File: src/rtl/tcw_pkg.sv
// ----------------------------------------------------------------------------
// tcw_pkg
// Shared constants, request codes, controller states and the result word
// layout of the text console writer.
// ----------------------------------------------------------------------------
package tcw_pkg;

	localparam int COLUMNS_DEF = 80;
	localparam int ROWS_DEF    = 25;

	localparam int CELL_W     = 16;
	localparam int REQ_W      = 2;
	localparam int CHAR_W     = 8;
	localparam int COLOR_W    = 8;
	localparam int IDX_W      = 11;
	localparam int CURSOR_W   = 11;
	localparam int ROW_OUT_W  = 5;
	localparam int COL_OUT_W  = 7;

	localparam logic [REQ_W-1:0] REQ_PUT   = 2'd0;
	localparam logic [REQ_W-1:0] REQ_CLEAR = 2'd1;
	localparam logic [REQ_W-1:0] REQ_READ  = 2'd2;

	localparam logic [CHAR_W-1:0]  CHAR_NEWLINE = 8'h0A;
	localparam logic [CHAR_W-1:0]  CHAR_SPACE   = 8'h20;
	localparam logic [COLOR_W-1:0] COLOR_RESET  = 8'h0F;

	typedef enum logic [2:0] {
		ST_INIT,
		ST_IDLE,
		ST_SCROLL,
		ST_FILL,
		ST_PUT,
		ST_RESULT
	} tcw_state_t;

	typedef struct packed {
		logic [CELL_W-1:0]    cell_value;
		logic [CURSOR_W-1:0]  cursor_cell;
		logic [ROW_OUT_W-1:0] cur_row;
		logic [COL_OUT_W-1:0] cur_col;
	} tcw_result_t;

endpackage

File: src/rtl/tcw_ctrl.sv
// ----------------------------------------------------------------------------
// tcw_ctrl
// Request sequencer: write position, cursor, screen init/clear/scroll sweeps
// and single cell puts and reads against the screen store.
// ----------------------------------------------------------------------------
module tcw_ctrl import tcw_pkg::*; #(
	parameter int COLUMNS = COLUMNS_DEF,
	parameter int ROWS    = ROWS_DEF,
	parameter int ADDR_W  = $clog2(ROWS * COLUMNS)
) (
	input  logic               clk,
	input  logic               arst_n,
	input  logic [COLOR_W-1:0] default_color,
	input  logic               in_valid,
	output logic               in_ready,
	input  logic [REQ_W-1:0]   req_type,
	input  logic [CHAR_W-1:0]  char_code,
	input  logic [COLOR_W-1:0] char_color,
	input  logic               use_default,
	input  logic [IDX_W-1:0]   cell_index,
	output logic               mem_wr_en,
	output logic [ADDR_W-1:0]  mem_wr_addr,
	output logic [CELL_W-1:0]  mem_wr_data,
	output logic               mem_rd_en,
	output logic [ADDR_W-1:0]  mem_rd_addr,
	input  logic [CELL_W-1:0]  mem_rd_data,
	output logic               res_valid,
	input  logic               res_take,
	output tcw_result_t        res
);

	localparam int CELLS      = ROWS * COLUMNS;
	localparam int COPY_CELLS = (ROWS - 1) * COLUMNS;
	localparam int PTR_W      = $clog2(CELLS + 1);
	localparam int ROW_W      = $clog2(ROWS + 1);
	localparam int COL_W      = $clog2(COLUMNS);
	localparam int COLP_W     = COL_W + 1;

	tcw_state_t state_q, state_d;
	logic [ADDR_W-1:0]  ptr_q, ptr_d;
	logic [ROW_W-1:0]   row_q, row_d;
	logic [COL_W-1:0]   col_q, col_d;
	logic [PTR_W-1:0]   cursor_q, cursor_d;
	logic [REQ_W-1:0]   req_q;
	logic [CHAR_W-1:0]  char_q;
	logic [COLOR_W-1:0] color_q;
	logic               range_q;

	logic               accept;
	logic               in_range;
	logic               row_past_end;
	logic               put_fire;
	logic [CHAR_W-1:0]  put_ch;
	logic [COLOR_W-1:0] put_color;
	logic [ADDR_W-1:0]  put_addr;
	logic [PTR_W-1:0]   put_cursor;
	logic [COLP_W-1:0]  col_inc;
	logic               col_wrap;
	logic [CELL_W-1:0]  fill_cell;

	assign in_ready     = (state_q == ST_IDLE);
	assign accept       = in_valid && in_ready;
	assign in_range     = 32'(cell_index) < 32'(CELLS);
	assign row_past_end = row_q >= ROW_W'(ROWS);
	assign fill_cell    = {default_color, CHAR_SPACE};

	assign put_fire = (accept && req_type == REQ_PUT && !row_past_end) ||
		(state_q == ST_PUT);
	assign put_ch    = (state_q == ST_IDLE) ? char_code : char_q;
	assign put_color = (state_q == ST_IDLE) ?
		(use_default ? default_color : char_color) : color_q;
	assign put_addr   = ADDR_W'(32'(row_q) * 32'(COLUMNS) + 32'(col_q));
	assign put_cursor = PTR_W'(32'(put_addr) + 32'd1);
	assign col_inc    = COLP_W'(col_q) + COLP_W'(1);
	assign col_wrap   = col_inc == COLP_W'(COLUMNS);

	always_ff @(posedge clk or negedge arst_n) begin
		if (!arst_n) begin
			state_q  <= ST_INIT;
			ptr_q    <= '0;
			row_q    <= '0;
			col_q    <= '0;
			cursor_q <= '0;
		end else begin
			state_q  <= state_d;
			ptr_q    <= ptr_d;
			row_q    <= row_d;
			col_q    <= col_d;
			cursor_q <= cursor_d;
		end
	end

	always_ff @(posedge clk) begin
		if (accept) begin
			req_q   <= req_type;
			char_q  <= char_code;
			color_q <= use_default ? default_color : char_color;
			range_q <= in_range;
		end
	end

	always_comb begin
		state_d     = state_q;
		ptr_d       = ptr_q;
		row_d       = row_q;
		col_d       = col_q;
		cursor_d    = cursor_q;
		mem_wr_en   = 1'b0;
		mem_wr_addr = ptr_q;
		mem_wr_data = fill_cell;
		mem_rd_en   = 1'b0;
		mem_rd_addr = ptr_q + ADDR_W'(COLUMNS);
		res_valid   = 1'b0;

		unique case (state_q)
			ST_INIT: begin
				mem_wr_en   = 1'b1;
				mem_wr_data = {COLOR_RESET, CHAR_SPACE};
				if (ptr_q == ADDR_W'(CELLS - 1)) begin
					ptr_d   = '0;
					state_d = ST_IDLE;
				end else begin
					ptr_d = ptr_q + ADDR_W'(1);
				end
			end
			ST_IDLE: begin
				if (accept) begin
					case (req_type)
						REQ_PUT: begin
							ptr_d   = '0;
							state_d = row_past_end ? ST_SCROLL : ST_RESULT;
						end
						REQ_CLEAR: begin
							ptr_d    = '0;
							cursor_d = '0;
							state_d  = ST_FILL;
						end
						REQ_READ: begin
							mem_rd_en   = in_range;
							mem_rd_addr = ADDR_W'(cell_index);
							state_d     = ST_RESULT;
						end
						default: begin
							state_d = ST_RESULT;
						end
					endcase
				end
			end
			ST_SCROLL: begin
				// read one row below, write the word read last cycle
				mem_rd_en   = ptr_q < ADDR_W'(COPY_CELLS);
				mem_wr_en   = ptr_q != '0;
				mem_wr_addr = ptr_q - ADDR_W'(1);
				mem_wr_data = mem_rd_data;
				if (ptr_q == ADDR_W'(COPY_CELLS)) begin
					state_d = ST_FILL;
				end else begin
					ptr_d = ptr_q + ADDR_W'(1);
				end
			end
			ST_FILL: begin
				mem_wr_en = 1'b1;
				if (ptr_q == ADDR_W'(CELLS - 1)) begin
					ptr_d = '0;
					if (req_q == REQ_PUT) begin
						row_d   = ROW_W'(ROWS - 1);
						state_d = ST_PUT;
					end else begin
						state_d = ST_RESULT;
					end
				end else begin
					ptr_d = ptr_q + ADDR_W'(1);
				end
			end
			ST_PUT: begin
				state_d = ST_RESULT;
			end
			ST_RESULT: begin
				res_valid = 1'b1;
				if (res_take) begin
					state_d = ST_IDLE;
				end
			end
			default: begin
				state_d = ST_INIT;
			end
		endcase

		if (put_fire) begin
			if (put_ch == CHAR_NEWLINE) begin
				col_d = '0;
				row_d = row_q + ROW_W'(1);
			end else begin
				mem_wr_en   = 1'b1;
				mem_wr_addr = put_addr;
				mem_wr_data = {put_color, put_ch};
				cursor_d    = put_cursor;
				if (col_wrap) begin
					col_d = '0;
					row_d = row_q + ROW_W'(1);
				end else begin
					col_d = col_inc[COL_W-1:0];
				end
			end
		end
	end

	assign res.cell_value  = (req_q == REQ_READ && range_q) ? mem_rd_data : '0;
	assign res.cursor_cell = CURSOR_W'(cursor_q);
	assign res.cur_row     = ROW_OUT_W'(row_q);
	assign res.cur_col     = COL_OUT_W'(col_q);

	// same-entry overlap never happens
	a_no_rw_collision: assert property (@(posedge clk) disable iff (!arst_n)
		mem_wr_en && mem_rd_en |-> mem_wr_addr != mem_rd_addr)
		else $error("read and write hit the same cell");

	a_pos_range: assert property (@(posedge clk) disable iff (!arst_n)
		row_q <= ROW_W'(ROWS) && 32'(col_q) < 32'(COLUMNS))
		else $error("write position out of range");

	a_cursor_range: assert property (@(posedge clk) disable iff (!arst_n)
		32'(cursor_q) <= 32'(CELLS))
		else $error("cursor out of range");

	a_fast_put: assert property (@(posedge clk) disable iff (!arst_n)
		accept && req_type == REQ_PUT && !row_past_end |=> state_q == ST_RESULT)
		else $error("plain put did not finish in one cycle");

	a_scroll_to_put: assert property (@(posedge clk) disable iff (!arst_n)
		state_q == ST_PUT |-> row_q == ROW_W'(ROWS - 1))
		else $error("put after scroll not on bottom row");

endmodule

File: config.mk
export PLATFORM = sky130hd
export DESIGN_NAME = tcw_ctrl
export DESIGN_NICKNAME = d
export VERILOG_FILES = /design/src/rtl/tcw_pkg.sv /design/src/rtl/tcw_ctrl.sv
export SDC_FILE = /design/constraint.sdc
export NUM_CORES = 1
export LEC_CHECK = 0
export BUFFER_PORTS_ARGS = -buffer_cell sky130_fd_sc_hd__buf_2
export CAP_MARGIN = 0
export CORE_MARGIN = 4
export CORE_UTILIZATION = 55
export DETAILED_ROUTE_END_ITERATION = 12
export GPL_ROUTABILITY_DRIVEN = 0
export PLACE_DENSITY_LB_ADDON = 0.2
export SETUP_SLACK_MARGIN = 0.02
export SLEW_MARGIN = 20
export SYNTH_ARGS = -nofsm -noshare
export SYNTH_HDL_FRONTEND = slang
export SYNTH_SLANG_ARGS = --single-unit
File: constraint.sdc
create_clock -name clk -period 6.2 [get_ports clk]
set_input_delay 1.24 -clock clk [delete_from_list [all_inputs] [get_ports clk]]
set_output_delay 1.24 -clock clk [all_outputs]
set_load 0.05 [all_outputs]
# Yosys cells after proc, flatten, opt, wreduce, memory -nomap -nowiden
# Index checks and enable logic that the tools add are counted.
[word_totals]
elab_cells = 101
inputBits = 58
output_inout_bits = 81
reg_bits = 56
[op_classes]
reduce_logical = 15
n_addsub = 7
n_mul = 1
order_cmp = 3
n_eq_ne = 19
mux = 47
[ops]
columns = ["cell", "n"]
rows = [
  ["$mux W11", 15],
  ["$mux W16", 3],
  ["$pmux W11 S3", 1],
  ["$pmux W16 S2", 1],
  ["$mux W5", 6],
  ["$mux W8", 3],
  ["$add A11 B1 Y11 const B", 2],
  ["$eq A11 B11 Y1 const B", 2],
  ["$lt A11 B11 Y1 const B", 2],
  ["$mux W3", 6],
  ["$pmux W3 S6", 1],
  ["$mux W7", 2],
  ["$ne A2 B2 Y1 const B", 6],
  ["$add A11 B7 Y11", 1],
  ["$add A11 B7 Y11 const B", 1],
  ["$reduce_bool A11 Y1", 1],
  ["$sub A11 B1 Y11 const B", 1],
  ["$add A7 B1 Y8 const B", 1],
  ["$eq A8 B4 Y1 const B", 1],
  ["$eq A8 B7 Y1 const B", 1],
  ["$mul A5 B3 Y7 const B", 1],
  ["$eq A3 B2 Y1 const B", 2],
  ["$eq A3 B3 Y1 const B", 2],
  ["$mux W1", 6],
  ["other kinds (17)", 24],
]

# Logic depth before layout (Yosys ltp)
[logic_depth]
ltp_word = 7
depth_mapped = 9
ltp_nobuf = 9

# Worst setup path after synthesis
# Ideal clock, no wire load.
[synth_timing]
path_kind = "in2out"
from = "input port in_valid"
to = "output port mem_rd_addr[4]"
arrival_ns = 3.399
n_path_buf = 2
path_slack_ns = 1.561
path_stages = 5
required_time_ns = 4.960
cell_sequence = "and2_0 -> clkbuf_1 -> nand2_1 -> clkbuf_1 -> a21oi_1"
[synth_between]
elab_chain_cells = 3
[synth_rtl]
columns = ["element", "line_no", "source"]
rows = [
  ["start: declaration", "tcw_ctrl.sv:14", "input logic in_valid,"],
  ["$logic_and A1 B1 Y1", "tcw_ctrl.sv:62", "assign accept = in_valid && in_ready;"],
  ["named net accept", "tcw_ctrl.sv:49", "logic accept;"],
  ["$mux W11", "tcw_ctrl.sv:127", "if (accept) begin"],
  ["$mux W11", "tcw_ctrl.sv:115", "unique case (state_q)"],
  ["end: declaration", "tcw_ctrl.sv:25", "output logic [ADDR_W-1:0] mem_rd_addr,"],
]
# The timed path passes the listed nets, and every way through them passes these cells.

# Worst setup path in the final report
[layout_timing]
from = "input port char_code[0]"
to = "output port mem_wr_addr[8]"
[layout_between]
elab_chain_cells = 4
[layout_rtl]
columns = ["element", "line_no", "source"]
rows = [
  ["start: declaration", "tcw_ctrl.sv:17", "input logic [CHAR_W-1:0] char_code,"],
  ["$mux W8", "tcw_ctrl.sv:69", "assign put_ch = (state_q == ST_IDLE) ? char_code : char_q;"],
  ["$eq A8 B4 Y1", "tcw_ctrl.sv:190", "if (put_ch == CHAR_NEWLINE) begin"],
  ["$mux W11", "tcw_ctrl.sv:190", ""],
  ["$mux W11", "tcw_ctrl.sv:189", "if (put_fire) begin"],
  ["end: declaration", "tcw_ctrl.sv:22", "output logic [ADDR_W-1:0] mem_wr_addr,"],
]
# No other way between the ends.

==> flow_summary.json <==
{
  "die_x_um": 97.8,
  "final_nets": 695,
  "grt_max_degree": 38,
  "dr_total_vias": 4193,
  "netlist_area_um2": 4430,
  "ios": 139,
  "ys.flop_type": "dfrtp_1",
  "wl_per_cell_um": 16.6,
  "maxCapViolCount": 0,
  "n_antenna_cell": 0,
  "final_cell_mix": "138 x buf_2, 45 x nor2_1, 37 x dfrtp_1, 35 x o21ai_0, 33 x nand2_1",
  "synthDistinctLibCells": 63,
  "synth_enable_flop_cells": 19,
  "synth_top_area_share_pct": 20.9,
  "overflow": 0,
  "final_common_cell": "buf_2",
  "grt_use_total_pct": 24.2,
  "finalSetupViolCount": 0,
  "crit_family": "buffers and inverters",
  "relSlewSlack_pct": 41.8,
  "fillers": 675,
  "cts-root-buf": "clkbuf_8",
  "wl_um": 11900,
  "drc": 0,
  "ant_nets": 0,
  "synth-async-reset-ratio_pct": 66.1,
  "path_max_fanout": 32,
  "start_util_pct": 57.1,
  "seq_area_frac_synth_pct": 33.8,
  "cts_sinks": 56,
  "required_ns": 4.96,
  "antenna_found_initial": 0,
  "hpwl_um": 9220,
  "dieHeight_um": 97.8,
  "criticalPathCategory": "input pin to primary output",
  "clk_pin_slew_worst_paths_ns": 0.10,
  "crit_path_max_incr_delay_ns": 0.41,
  "cts_hold_buf": 0,
  "report.final.slew_viol_count": 0,
  "status": "completed",
  "cpMaxStageDelayCell": "nor4bb_1",
  "cp_common_cell": "buf_2",
  "worst_hold_path_type": "register to register",
  "path_cells": "buf_2 -> nor4bb_1 -> nand3_1 -> o211ai_4 -> buf_4 -> mux2i_1 -> buf_2",
  "coreArea_um2": 7770,
  "cts_buffer_depth": 2,
  "port_buffers": 138,
  "grt_pass1_vias": 4010,
  "ir_drop_mv": 0.0841,
  "dp_cells": 711,
  "power.density_nw_per_um2": 128,
  "rows": 32,
  "postCtsSetupBuffers": 0,
  "critPathCaptureType": "primary output",
  "ys_ff_latch": 56,
  "area_delta_synth_final_pct": 18.2,
  "insertion_delay_ns": 0.32,
  "period_needed_ns": 4.54,
  "dieArea_um2": 9560,
  "cts_max_level": 2,
  "drtIter0Drc": 193,
  "fin_skew_ns": 0.00502,
  "worst_slew_pin_slew_ns": 0.873,
  "cp_num_buf_inv": 3,
  "cts_tree": "yes",
  "cp-start-kind": "input pin",
  "drtPass1Iterations": 5,
  "yosys_warnings": 0,
  "stdcell_count": 719,
  "syn_area_per_cell_um2": 8.92,
  "grt_pass1_wl_um": 19400,
  "synth.top_cells.by_area": "dfrtp_1 21%, edfxtp_1 13%, ha_1 5.4%, xnor2_1 4.7%, mux2i_1 4.5%",
  "cts_resized": 0,
  "finalCritPeriodShare_pct": 73.3,
  "synth_cells": 497,
  "yosysTopAreaCell": "dfrtp_1",
  "setup_tns_ns": 0,
  "drt-vias-per-instance": 5.83,
  "hold_viol": 0,
  "drive_gt1_share_pct": 28.5,
  "syn_nets": 576,
  "cp.arrival_ns": 3.30,
  "max_clock_freq_mhz": 220,
  "cts_buffers": 5,
  "hold_slack_ns": 0.505,
  "rsz0062_at_grt": "false",
  "total_leakage_power_nw": 2.49
}
cells in the mapped netlist, types with 2 or more instances:
| library cell | n |
|---|---|
| fa_1 | 2 |
| nor3b_1 | 3 |
| a311oi_1 | 3 |
| nor2_1 | 45 |
| o21ai_0 | 35 |
| a21o_1 | 6 |
| o31ai_1 | 5 |
| buf_2 | 13 |
| ha_1 | 19 |
| nand4_1 | 8 |
| and2_1 | 19 |
| mux2i_1 | 20 |
| nand2b_1 | 4 |
| nor4bb_1 | 2 |
| nor3_1 | 8 |
| or3_1 | 2 |
| or2_2 | 2 |
| mux2_2 | 15 |
| o2111ai_1 | 2 |
| clkbuf_1 | 13 |
| or4_1 | 2 |
| nand4b_1 | 2 |
| xnor2_1 | 24 |
| o31a_1 | 6 |
| edfxtp_1 | 19 |
| a41oi_1 | 2 |
| nand3b_1 | 3 |
| o211ai_1 | 7 |
| nor4_1 | 8 |
| and3b_1 | 2 |
| a31oi_1 | 5 |
| and3_1 | 10 |
| nand2_1 | 33 |
| nand3_1 | 26 |
| a21oi_1 | 25 |
| inv_1 | 16 |
| buf_6 | 3 |
| dfrtp_1 | 37 |
| nor2b_1 | 8 |
| a31o_2 | 2 |
| xor2_1 | 9 |
through the flow:
step / util (%) / worst slack (ns) / area, um2 / power (mW)
3_3_place_gp: 66.2 / 1.79 / 5140 / 0.457
4_1_cts: 67.5 / 1.68 / 5240 / 0.677
3_5_place_dp: 66.2 / 1.68 / 5140 / 0.459
2_1_floorplan: - / 1.56 / 4430 / 0.424
5_1_grt: 67.5 / 1.47 / 5240 / 0.693
6_report: 67.5 / 1.66 / 5240 / 0.671
worst register-to-register path: stages (launching register included):
cell and delay, ns:
dfrtp_1 0.58, nor3b_4 0.48, buf_4 0.37, o2111a_1 0.36, o211ai_4 0.26, buf_4 0.33
a2111oi_0 0.43, a21o_1 0.13
per-layer routing:
metal | routed length [um] | share of wire [%] | global-route usage (%)
met1 | 5270 | 44 | 32.5
met5 | 0 | 0 | 0
met4 | 144 | 1.2 | 5.64
met3 | 623 | 5.2 | 3.50
met2 | 5900 | 49 | 41.5
cells by family after synthesis:
kind of cell | count (synthesis) | share of synthesized area (%)
AND/OR/NAND/NOR | 196 | 24.1
AO/OA/AOI/OAI | 107 | 15.4
flip-flops | 56 | 33.8
buffers and inverters | 47 | 4.88
multiplexers | 35 | 8.33
XOR/XNOR | 34 | 7.03
adder cells (fa/ha/maj) | 22 | 6.49
area by class of cell:
cell class / instances / area [um2] / share of cell area (%)
Clock buffer: 6 / 82.6 / 1.58
Tap cell: 102 / 128 / 2.43
Clock inverter: 2 / 13.8 / 0.263
Inverter: 17 / 65.1 / 1.24
Multi-Input combinational cell: 394 / 2740 / 52.2
Timing Repair Buffer: 142 / 721 / 13.8
Sequential cell: 56 / 1500 / 28.6
power by group:
group / internal (mW) / switching, mW
clock network: 0.0919 / 0.129
registers: 0.383 / 0
logic: 0.0250 / 0.0430
total: 0.499 / 0.172
final timing paths:
kind	start	to	slack (ns)	depth (start not counted)
setup / recovery	char_code[0]	mem_wr_addr[8]	1.66	7
hold / removal	cursor_q[5]$_DFF_PN0_	cursor_q[5]$_DFF_PN0_	0.50	2
setup reg to reg	state_q[2]$_DFFE_PN0P_	col_q[4]$_DFFE_PN0N_	3.21	7
hold reg to reg	cursor_q[5]$_DFF_PN0_	cursor_q[5]$_DFF_PN0_	0.50	2
max in group asynchronous	arst_n	ptr_q[3]$_DFFE_PN0P_	4.63	1
min in group asynchronous	arst_n	cursor_q[7]$_DFF_PN0_	1.02	1
flip-flops by register name, indices dropped and copies added (netlist names):
name      cells
color_q       8
ptr_q        11
cursor_q     11
range_q       1
col_q         7
req_q         2
state_q       3
row_q         5
char_q        8
Power figures use the tool's default switching activity.
